[config.mk]
export PLATFORM = sky130hd
export DESIGN_NAME = rsa_byte_cipher
export DESIGN_NICKNAME = d
export VERILOG_FILES = /design/src/design/rsabc_pkg.sv /design/src/design/rsa_byte_cipher.sv
export SDC_FILE = /design/constraint.sdc
export NUM_CORES = 1
export LEC_CHECK = 0
export BUFFER_PORTS_ARGS = -buffer_cell sky130_fd_sc_hd__buf_2
export CAP_MARGIN = 10
export CORE_MARGIN = 10
export CORE_UTILIZATION = 60
export DETAILED_ROUTE_END_ITERATION = 7
export MAX_ROUTING_LAYER = met4
export PLACE_DENSITY = 0.78
export REMOVE_ABC_BUFFERS = 1
export SLEW_MARGIN = 20
export SYNTH_ARGS = -nofsm -noshare
export SYNTH_HDL_FRONTEND = slang
export SYNTH_SLANG_ARGS = --single-unit
[constraint.sdc]
create_clock -name i_clk -period 7.7 [get_ports i_clk]
set_clock_uncertainty 0.2 [all_clocks]
set_input_delay 0.385 -clock i_clk [delete_from_list [all_inputs] [get_ports i_clk]]
set_output_delay 0.385 -clock i_clk [all_outputs]
set_load 0.03 [all_outputs]
[src/design/rsabc_pkg.sv]
`timescale 1ns / 1ps

package rsabc_pkg;

    localparam int MOD_W     = 31;
    localparam int WORD_W    = 32;
    localparam int MUL_STEPS = 32;
    localparam int STEP_W    = $clog2(MUL_STEPS);

    localparam logic [7:0] CHAR_CR = 8'h0D;
    localparam logic [7:0] CHAR_LF = 8'h0A;

    localparam logic [1:0] REG_ENC_EXP = 2'd0;
    localparam logic [1:0] REG_ENC_MOD = 2'd1;
    localparam logic [1:0] REG_DEC_EXP = 2'd2;
    localparam logic [1:0] REG_DEC_MOD = 2'd3;

    localparam logic [WORD_W-1:0] RST_ENC_EXP = 32'd7;
    localparam logic [MOD_W-1:0]  RST_ENC_MOD = 31'd95477;
    localparam logic [WORD_W-1:0] RST_DEC_EXP = 32'd38291;
    localparam logic [MOD_W-1:0]  RST_DEC_MOD = 31'd84823;

    typedef enum logic [4:0] {
        S_IDLE = 5'b00001,
        S_RED  = 5'b00010,
        S_ACC  = 5'b00100,
        S_SQR  = 5'b01000,
        S_DONE = 5'b10000
    } t_state;

    // One shift-and-add step: (2*p + (b ? x : 0)) mod md, with p, x below md.
    function automatic logic [MOD_W-1:0] mod_step(
        input logic [MOD_W-1:0] p,
        input logic [MOD_W-1:0] x,
        input logic             b,
        input logic [MOD_W-1:0] md
    );
        logic [MOD_W+1:0] t;
        logic [MOD_W+1:0] md1;
        logic [MOD_W+1:0] md2;
        logic [MOD_W+1:0] r;
        t   = {1'b0, p, 1'b0} + (b ? {2'b00, x} : '0);
        md1 = {2'b00, md};
        md2 = {1'b0, md, 1'b0};
        if (t >= md2) begin
            r = t - md2;
        end else if (t >= md1) begin
            r = t - md1;
        end else begin
            r = t;
        end
        return r[MOD_W-1:0];
    endfunction

endpackage

[src/design/rsa_byte_cipher.sv]
`timescale 1ns / 1ps

// Byte-wide textbook RSA engine. Pulse start while busy is low to transfer an
// encrypt (plain byte) or decrypt (cipher word) request; busy stays high until
// the last result has been shown. Each result appears on o_result_word and
// o_last for exactly one cycle with o_valid high; the receiver cannot stall
// it, so it must sample every strobe. An encrypt request for a carriage
// return gives two results, CR then LF, the second with o_last set. All
// arithmetic runs through one shift-and-add modular multiplier that handles
// one multiplier bit per cycle. One result first reduces the base, then for
// each of WORD_BITS exponent bits multiplies the result by the square when
// the bit is set and squares it, then shows the result. A modulus below two
// skips the arithmetic and returns 0 in the cycle after the request is taken.
// Configuration writes are taken at once and must only occur while idle.
module rsa_byte_cipher #(
    parameter int WORD_BITS = 32
) (
    input  logic        i_clk,
    input  logic        i_rst_n,
    input  logic        start,
    output logic        busy,
    input  logic        i_req_type,
    input  logic [7:0]  i_plain_byte,
    input  logic [31:0] i_cipher_word,
    output logic        o_valid,
    output logic [31:0] o_result_word,
    output logic        o_last,
    input  logic        i_cfg_we,
    input  logic [1:0]  i_cfg_idx,
    input  logic [31:0] i_cfg_data
);

    localparam int BIT_W = $clog2(WORD_BITS);
    localparam int MW    = rsabc_pkg::MOD_W;
    localparam int WW    = rsabc_pkg::WORD_W;
    localparam int SW    = rsabc_pkg::STEP_W;

    rsabc_pkg::t_state r_state, n_state;

    logic [WW-1:0]    r_enc_exp, r_dec_exp;
    logic [MW-1:0]    r_enc_mod, r_dec_mod;

    logic             r_mode, n_mode;
    logic             r_pend, n_pend;
    logic [WW-1:0]    r_exp, n_exp;
    logic [MW-1:0]    r_md, n_md;
    logic [MW-1:0]    r_acc, n_acc;
    logic [MW-1:0]    r_sq, n_sq;
    logic [MW-1:0]    r_prod, n_prod;
    logic [MW-1:0]    r_x, n_x;
    logic [WW-1:0]    r_y, n_y;
    logic [SW-1:0]    r_cnt, n_cnt;
    logic [BIT_W-1:0] r_bit, n_bit;

    logic             ld_go;
    logic             ld_mode;
    logic [WW-1:0]    ld_base;
    logic [MW-1:0]    ld_md;
    logic [MW-1:0]    prod_next;
    logic             mul_end;

    assign prod_next = rsabc_pkg::mod_step(r_prod, r_x, r_y[WW-1], r_md);
    assign mul_end   = (r_cnt == SW'(rsabc_pkg::MUL_STEPS - 1));

    assign busy          = (r_state != rsabc_pkg::S_IDLE);
    assign o_valid       = (r_state == rsabc_pkg::S_DONE);
    assign o_last        = !r_pend;
    assign o_result_word = r_mode ? {24'd0, r_acc[7:0]} : {1'b0, r_acc};

    always_comb begin
        ld_go   = 1'b0;
        ld_mode = r_mode;
        ld_base = {24'd0, rsabc_pkg::CHAR_LF};
        if (r_state == rsabc_pkg::S_IDLE) begin
            ld_go   = start;
            ld_mode = i_req_type;
            if (i_req_type) begin
                ld_base = i_cipher_word;
            end else begin
                ld_base = {24'd0, i_plain_byte};
            end
        end else if (r_state == rsabc_pkg::S_DONE) begin
            ld_go = r_pend;
        end
        ld_md = ld_mode ? r_dec_mod : r_enc_mod;
    end

    always_comb begin
        n_state = r_state;
        n_mode  = r_mode;
        n_pend  = r_pend;
        n_exp   = r_exp;
        n_md    = r_md;
        n_acc   = r_acc;
        n_sq    = r_sq;
        n_prod  = r_prod;
        n_x     = r_x;
        n_y     = r_y;
        n_cnt   = r_cnt;
        n_bit   = r_bit;

        if (r_state == rsabc_pkg::S_ACC || r_state == rsabc_pkg::S_SQR ||
            r_state == rsabc_pkg::S_RED) begin
            n_prod = prod_next;
            n_y    = r_y << 1;
            n_cnt  = r_cnt + SW'(1);
        end

        unique case (r_state)
            rsabc_pkg::S_IDLE: begin
            end
            rsabc_pkg::S_RED: begin
                if (mul_end) begin
                    n_sq   = prod_next;
                    n_acc  = MW'(1);
                    n_bit  = '0;
                    n_prod = '0;
                    n_cnt  = '0;
                    n_y    = {1'b0, prod_next};
                    if (r_exp[0]) begin
                        n_state = rsabc_pkg::S_ACC;
                        n_x     = MW'(1);
                    end else begin
                        n_state = rsabc_pkg::S_SQR;
                        n_x     = prod_next;
                    end
                end
            end
            rsabc_pkg::S_ACC: begin
                if (mul_end) begin
                    n_acc   = prod_next;
                    n_state = rsabc_pkg::S_SQR;
                    n_x     = r_sq;
                    n_y     = {1'b0, r_sq};
                    n_prod  = '0;
                    n_cnt   = '0;
                end
            end
            rsabc_pkg::S_SQR: begin
                if (mul_end) begin
                    n_sq   = prod_next;
                    n_exp  = r_exp >> 1;
                    n_bit  = r_bit + BIT_W'(1);
                    n_prod = '0;
                    n_cnt  = '0;
                    n_y    = {1'b0, prod_next};
                    if (r_bit == BIT_W'(WORD_BITS - 1)) begin
                        n_state = rsabc_pkg::S_DONE;
                    end else if (r_exp[1]) begin
                        n_state = rsabc_pkg::S_ACC;
                        n_x     = r_acc;
                    end else begin
                        n_state = rsabc_pkg::S_SQR;
                        n_x     = prod_next;
                    end
                end
            end
            rsabc_pkg::S_DONE: begin
                n_state = rsabc_pkg::S_IDLE;
                n_pend  = 1'b0;
            end
            default: begin
                n_state = rsabc_pkg::S_IDLE;
            end
        endcase

        if (ld_go) begin
            n_mode = ld_mode;
            n_md   = ld_md;
            n_exp  = ld_mode ? r_dec_exp : r_enc_exp;
            n_x    = MW'(1);
            n_y    = ld_base;
            n_prod = '0;
            n_cnt  = '0;
            if (r_state == rsabc_pkg::S_IDLE) begin
                n_pend = !i_req_type && (i_plain_byte == rsabc_pkg::CHAR_CR);
                if (!i_req_type && (i_plain_byte == rsabc_pkg::CHAR_CR)) begin
                    n_y = {24'd0, rsabc_pkg::CHAR_CR};
                end
            end else begin
                n_pend = 1'b0;
            end
            if (ld_md[MW-1:1] == '0) begin
                n_acc   = '0;
                n_state = rsabc_pkg::S_DONE;
            end else begin
                n_state = rsabc_pkg::S_RED;
            end
        end
    end

    always_ff @(posedge i_clk) begin
        if (!i_rst_n) begin
            r_state   <= rsabc_pkg::S_IDLE;
            r_pend    <= 1'b0;
            r_enc_exp <= rsabc_pkg::RST_ENC_EXP;
            r_enc_mod <= rsabc_pkg::RST_ENC_MOD;
            r_dec_exp <= rsabc_pkg::RST_DEC_EXP;
            r_dec_mod <= rsabc_pkg::RST_DEC_MOD;
        end else begin
            r_state <= n_state;
            r_pend  <= n_pend;
            if (i_cfg_we) begin
                unique case (i_cfg_idx)
                    rsabc_pkg::REG_ENC_EXP: r_enc_exp <= i_cfg_data;
                    rsabc_pkg::REG_ENC_MOD: r_enc_mod <= i_cfg_data[MW-1:0];
                    rsabc_pkg::REG_DEC_EXP: r_dec_exp <= i_cfg_data;
                    rsabc_pkg::REG_DEC_MOD: r_dec_mod <= i_cfg_data[MW-1:0];
                    default: begin
                    end
                endcase
            end
        end
    end

    always_ff @(posedge i_clk) begin
        r_mode <= n_mode;
        r_exp  <= n_exp;
        r_md   <= n_md;
        r_acc  <= n_acc;
        r_sq   <= n_sq;
        r_prod <= n_prod;
        r_x    <= n_x;
        r_y    <= n_y;
        r_cnt  <= n_cnt;
        r_bit  <= n_bit;
    end

endmodule

-- Yosys cells after proc, flatten, opt, wreduce, memory -nomap -nowiden
Cells that the tools add are included.
- $add $sub $neg: 5
- multiply operators: 0
- div/mod/pow operators: 0
- order comparisons: 2
- equality and inequality tests: 20
- shifts and indexed selects: 0
- mux-type cells: 54
- bitwise operators: 0
- reduce and logical (&&, ||, !) cells: 23
- operators by type and width (kind ; count):
    2-to-1 mux 31 bit ; 18
    2-to-1 mux 32 bit ; 12
    one-hot mux 31 bit (3 select lines) ; 1
    one-hot mux 32 bit (2 select lines) ; 1
    one-hot mux 31 bit (2 select lines) ; 1
    subtractor 31 bit ; 2
    2-to-1 mux 5 bit ; 11
    adder 32 x 31 -> 33 bit ; 1
    >= comparator 33 x 31 -> 1 bit ; 1
    >= comparator 33 x 32 -> 1 bit ; 1
    logical NOT 30 bit ; 1
    one-hot mux 5 bit (4 select lines) ; 1
    equality test 5 bit, second input constant ; 3
    AND reduction 2 bit ; 6
    adder 5 x 1 -> 5 bit, second input constant ; 2
    inequality test 2 bit, second input constant ; 5
    one-hot mux 5 bit (2 select lines) ; 1
    inequality test 3 bit, second input constant ; 3
    equality test 8 x 4 -> 1 bit, second input constant ; 1
    2-to-1 mux 4 bit ; 2
    nonzero test 2 bit ; 4
    2-to-1 mux 1 bit ; 6
    equality test 5 x 1 -> 1 bit, second input constant ; 1
    equality test 5 x 2 -> 1 bit, second input constant ; 1
    15 further kinds ; 18
- register bits: 362
- latch bits: 0
- RAM bits: 0
- bits in read-only memories: 0
- input port bits: 79
- word-level logic and storage cells: 120
- memories: 0

-- Logic depth before layout (Yosys ltp)
- depth in word-level cells: 9
- gate-level depth with buffers: 24
- gate-level depth less buffers: 21

-- Worst setup path before layout
No wires, ideal clock.
- kind: register to register
- start: reg r_y[31]
- end: reg r_acc[10]
- arrival time: 5.232 ns
- setup slack: 2.193 ns
- cell stages (with the launch flop): 22
- path buffers: 1
- period minus slack after synthesis: 5.507 ns
- cell sequence: dfxtp_1 clkbuf_1 and2_1 ha_1 fa_1 a21oi_1 o21ai_0 a41oi_1 a21oi_1 a21oi_1 mux2i_1 a2111oi_0 inv_1 ha_1 nand3_1 or4_1 nor4_1 nor4_1 o211a_1 or3b_2 and3_1 o22ai_1
- longest elaborated chain between the ends: 9
- ends and longest elaborated chain (item ; line ; source):
    from (decl) ; rsa_byte_cipher.sv:51 ; logic [WW-1:0] r_y, n_y;
    from (signal assigned) ; rsa_byte_cipher.sv:224 ; r_y <= n_y;
    2-to-1 mux 31 bit * ; rsabc_pkg.sv:42 ; t = {1'b0, p, 1'b0} + (b ? {2'b00, x} : '0);
    adder 32 x 31 -> 33 bit * ; rsabc_pkg.sv:42 ;
    subtractor 31 bit / >= comparator 33 x 31 -> 1 bit (equally long branches) ; rsabc_pkg.sv:48, rsabc_pkg.sv:47 ;
    2-to-1 mux 31 bit ; rsabc_pkg.sv:47 ; end else if (t >= md1) begin
    2-to-1 mux 31 bit * ; rsabc_pkg.sv:45 ; if (t >= md2) begin
    2-to-1 mux 31 bit * ; rsa_byte_cipher.sv:130 ; if (mul_end) begin
    one-hot mux 31 bit (2 select lines) * ; rsa_byte_cipher.sv:109 ; unique case (r_state)
    2-to-1 mux 31 bit ; rsa_byte_cipher.sv:183 ; if (ld_md[MW-1:1] == '0) begin
    2-to-1 mux 31 bit * ; rsa_byte_cipher.sv:167 ; if (ld_go) begin
    net n_acc[10] ; rsa_byte_cipher.sv:47 ; logic [MW-1:0] r_acc, n_acc;
    to (signal assigned) ; rsa_byte_cipher.sv:220 ; r_acc <= n_acc;
    to (decl) ; rsa_byte_cipher.sv:47 ;
The timed path passes the listed nets; every way through them passes the cells marked *.
A chain may end at the register's enable or synchronous reset.

-- Worst setup path after layout
- start: reg r_y[31]
- end: reg r_prod[28]
- longest elaborated chain between the ends: 8
- ends and longest elaborated chain (item ; line ; source):
    2-to-1 mux 31 bit * ; rsabc_pkg.sv:42 ;
    adder 32 x 31 -> 33 bit * ; rsabc_pkg.sv:42 ;
    subtractor 31 bit / >= comparator 33 x 31 -> 1 bit (equally long branches) ; rsabc_pkg.sv:48, rsabc_pkg.sv:47 ;
    2-to-1 mux 31 bit ; rsabc_pkg.sv:47 ;
    2-to-1 mux 31 bit * ; rsabc_pkg.sv:45 ;
    net prod_next[28] ; rsa_byte_cipher.sv:59 ; logic [MW-1:0] prod_next;
    2-to-1 mux 31 bit * ; rsa_byte_cipher.sv:102 ; if (r_state == rsabc_pkg::S_ACC || r_state == rsabc_pkg::S_SQR ||
    2-to-1 mux 31 bit ; rsa_byte_cipher.sv:113, rsa_byte_cipher.sv:130, rsa_byte_cipher.sv:140 ;
    2-to-1 mux 31 bit * ; -- ;
    to (signal assigned) ; rsa_byte_cipher.sv:222 ; r_prod <= n_prod;
    to (decl) ; rsa_byte_cipher.sv:49 ; logic [MW-1:0] r_prod, n_prod;
Marks and branches as above.

==> results.yml <==
clock_tree:
  cts_setup_buffers: 0
  clock_path_buffers: 3
  cts_tree: "yes"
  insertion_delay_ns: 0.58
  clock_sinks: 362
  cts_buffers: 40
  path_clk_slew_ns: 0.06
  root_buffer: "clkbuf_16"
  htreeDepth: 2
synth:
  synthCells: 2544
  async_flop_share: 0
  yosys_most_used_dff: "dfxtp_1"
  synth_top_family_by_area: "compound AO/OA/AOI/OAI gates"
  yosysWarnings: 0
  avgSynthCellArea_um2: 8.423
  muxShareOfSynthArea: 0.05319
  synth_xor_area_frac: 0.02779
  yosysSeqAreaShare: 0.3849
  yosysUniqueCellTypes: 89
  syn_area_um2: 21430
  synth-compound-area-share: 0.2415
  synthAdderAreaFrac: 0.05885
  ys_seq_elements: 362
  synth-simple-area-share: 0.1802
  synth-edff-count: 100
detailed_routing:
  drt-pass1-iter-count: 7
  initialDrtViolationCount: 2261
  wl_per_cell_um: 21.05
  vias: 19930
  drt_wl_total_um: 65850
  ant_nets: 0
  route.detailed.drc: 0
  vias_per_cell: 6.370
setup_path:
  endpoint: "r_prod[28]$_SDFF_PP0_"
  start_kind: "register"
  crit_chain: "and2_1 > ha_1 > fa_1 > a21oi_1 > o21ai_0 > a41oi_1 > a21oi_1 > a21oi_1 > mux2i_1 > a2111oi_0 > inv_1 > ha_1 > nand3_1 > or4_1 > nor4_1 > nor4_1 > o211a_1 > buf_4 > and3_1 > or3_4 > a22o_1"
  cp.depth: 21
  end_kind: "register"
  r2r_start: "r_y[31]$_DFF_P_"
  rrSetupSlack_ns: 0.59
  critPathRequiredTime_ns: 7.97
  critPathSlowestCell: "a2111oi_0"
  cp-startpoint: "r_y[31]$_DFF_P_"
  cp_common_cell: "a21oi_1"
  crit_type: "reg2reg"
  worst-path-buf-inv: 2
  slowest_delay_ns: 0.63
  reg2regPathDepth: 21
  r2r_end: "r_prod[28]$_SDFF_PP0_"
  crit_path_max_fanout: 28
  crit_arrival_ns: 7.38
  cp_top_family: "compound AO/OA/AOI/OAI gates"
global_route:
  grt_overflow: 0
  grt_first_pass_wirelength_um: 103000
  antenna_found_initial: 1
  grt_start_max_net_pins: 105
  grt_pass1_vias: 19220
  track_usage: 0.2969
min_path:
  hold_depth: 5
  worstHoldPathType: "in2reg"
power:
  leakage_uw: 0.01032
  peakVddDrop_mv: 0.2026
  p_per_area_nw_per_um2: 202.6
sta:
  fin_crit_sh: 0.9237
  timing.slew.headroom: 0.2852
  setup_viol_count_final: 0
  fmaxAchievable_ghz: 0.1406
  drv_slew: 0
  rsz0062_at_grt: "no"
  worst_slew_pin_slew_ns: 1.068
  period_minus_slack_ns: 7.113
  hold_viol_final: 0
placed_design:
  gp_congestion: 0.9451
  dpl.hpwl_um: 46580
  placed_area_um2: 22220
  io_buffers: 112
floorplan:
  core-area_um2: 35400
  dieArea_um2: 43670
  start_util: 0.6054
  die_h_um: 209.0
  fp.dieW_um: 209.0
  row_count: 69
  io_pins: 114
flow_run:
  maxCapViolCount: 0
finish:
  drive_gt1_frac: 0.1137
  stdcell_area_um2: 24150
  area_delta_synth_final_pct: 12.70
  post-route-util: 0.6823
  fillCellCount: 2915
  nets: 2811
run_status:
  outcome: "completed"
-- what timing repair did --
item | 4_1_cts | 5_1_grt
endpoints found under the hold margin | 154 | 0
gates resized for setup | 0 | 0
hold buffers | 62 | 0
-- Yosys cell counts, drive strengths merged, types with 44 or more instances --
library cell | count | share of area
inv | 118 | 0.021
clkbuf | 123 | 0.022
ha | 96 | 0.056
o21ai | 213 | 0.051
nor2 | 134 | 0.024
mux2 | 45 | 0.025
mux2i | 59 | 0.028
dfxtp | 262 | 0.24
edfxtp | 100 | 0.14
a21o | 44 | 0.015
nand3 | 73 | 0.017
nand2 | 424 | 0.074
a21oi | 156 | 0.037
a21boi | 110 | 0.039
-- per-layer routing --
layer  global-route usage  part of all wire  vias up
li1                     -                 -     9324
met1               0.3674              0.41     9527
met2               0.4887              0.49      916
met3              0.04160             0.078      158
met4               0.1034             0.030        0
met5                    -                 0        -
-- report_power, final --
part | internal, uW | switching [uW]
Sequential | 2100 | 72.8
Clock | 1090 | 800
Combinational | 300 | 531
-- worst register-to-register path: cells and delay by family (launching register included) --
kind / cells / cell delay [ns]
fa+ha+maj: 3 / 0.78
compound gates: 8 / 3.04
mux: 1 / 0.17
simple gates: 7 / 1.89
flops: 1 / 0.40
buf+inv: 2 / 0.51
-- placed cells by master, fill, tap and decap left out, types with 41 or more instances in the layout --
cell type / instances
nor2_1: 129
edfxtp_1: 100
a21o_1: 44
inv_1: 115
mux2i_1: 57
buf_2: 111
a21oi_1: 150
nand3_1: 73
dlygate4sd3_1: 62
xnor2_1: 41
nand2_1: 424
and2_1: 41
dfxtp_1: 262
ha_1: 96
o21ai_0: 189
a21boi_0: 104
-- flip-flops by register name, summed over array words and instances (netlist names), 5 cells and up, named ones only --
register and cells:
r_acc 31, r_bit 5, r_dec_exp 32, r_dec_mod 31, r_enc_exp 32, r_enc_mod 31
r_exp 32, r_md 31, r_prod 31, r_sq 31, r_state 5, r_x 31
r_y 32
-- area by class of cell --
class,count,area [um2],share of cell area
flip-flops and latches,362,8248,0.3415
inverters,118,442.9,0.01834
repair buffers,209,1446,0.05989
multi-input cells,1902,12140,0.5026
clock buffers,63,1171,0.04849
diodes,2,5.005,0.0002072
clock inverters,11,122.6,0.005077
well taps,461,576.8,0.02388
-- per-stage QoR --
step	setup TNS (ns)	total power (uW)	hold slack, ns	setup WS (ns)	cells
after floorplan	-58.56	2736	0.2315	-0.8687	2382
after global placement	0	2976	0.2423	1.078	2990
after detailed placement	0	2998	0.2491	0.8084	2990
after CTS	0	4886	0.01192	0.7467	3126
after global routing	0	5061	0.04786	0.05273	3127
final	0	4893	0.02148	0.5871	3128
-- cells by family (layout without fill, tap and decap cells) --
logic type | count (synthesis) | after routing
flops | 362 | 362
other cells | 1 | 3
fa+ha+maj | 99 | 99
simple gates | 851 | 851
mux | 104 | 104
compound gates | 779 | 779
xor+xnor | 68 | 68
buf+inv | 280 | 401
-- worst min-delay path by stage --
stage / endpoint / start / slack [ns]
final: r_y[6]$_DFF_P_ / i_cipher_word[6] / 0.02
after global routing: r_y[5]$_DFF_P_ / i_cipher_word[5] / 0.05
after CTS: r_y[6]$_DFF_P_ / i_cipher_word[6] / 0.01
after detailed placement: r_prod[23]$_SDFF_PP0_ / r_prod[23]$_SDFF_PP0_ / 0.25
after global placement: r_prod[23]$_SDFF_PP0_ / r_prod[23]$_SDFF_PP0_ / 0.24
after floorplan: r_prod[0]$_SDFF_PP0_ / r_prod[0]$_SDFF_PP0_ / 0.23
No activity file was read; power rests on OpenSTA's default activity.
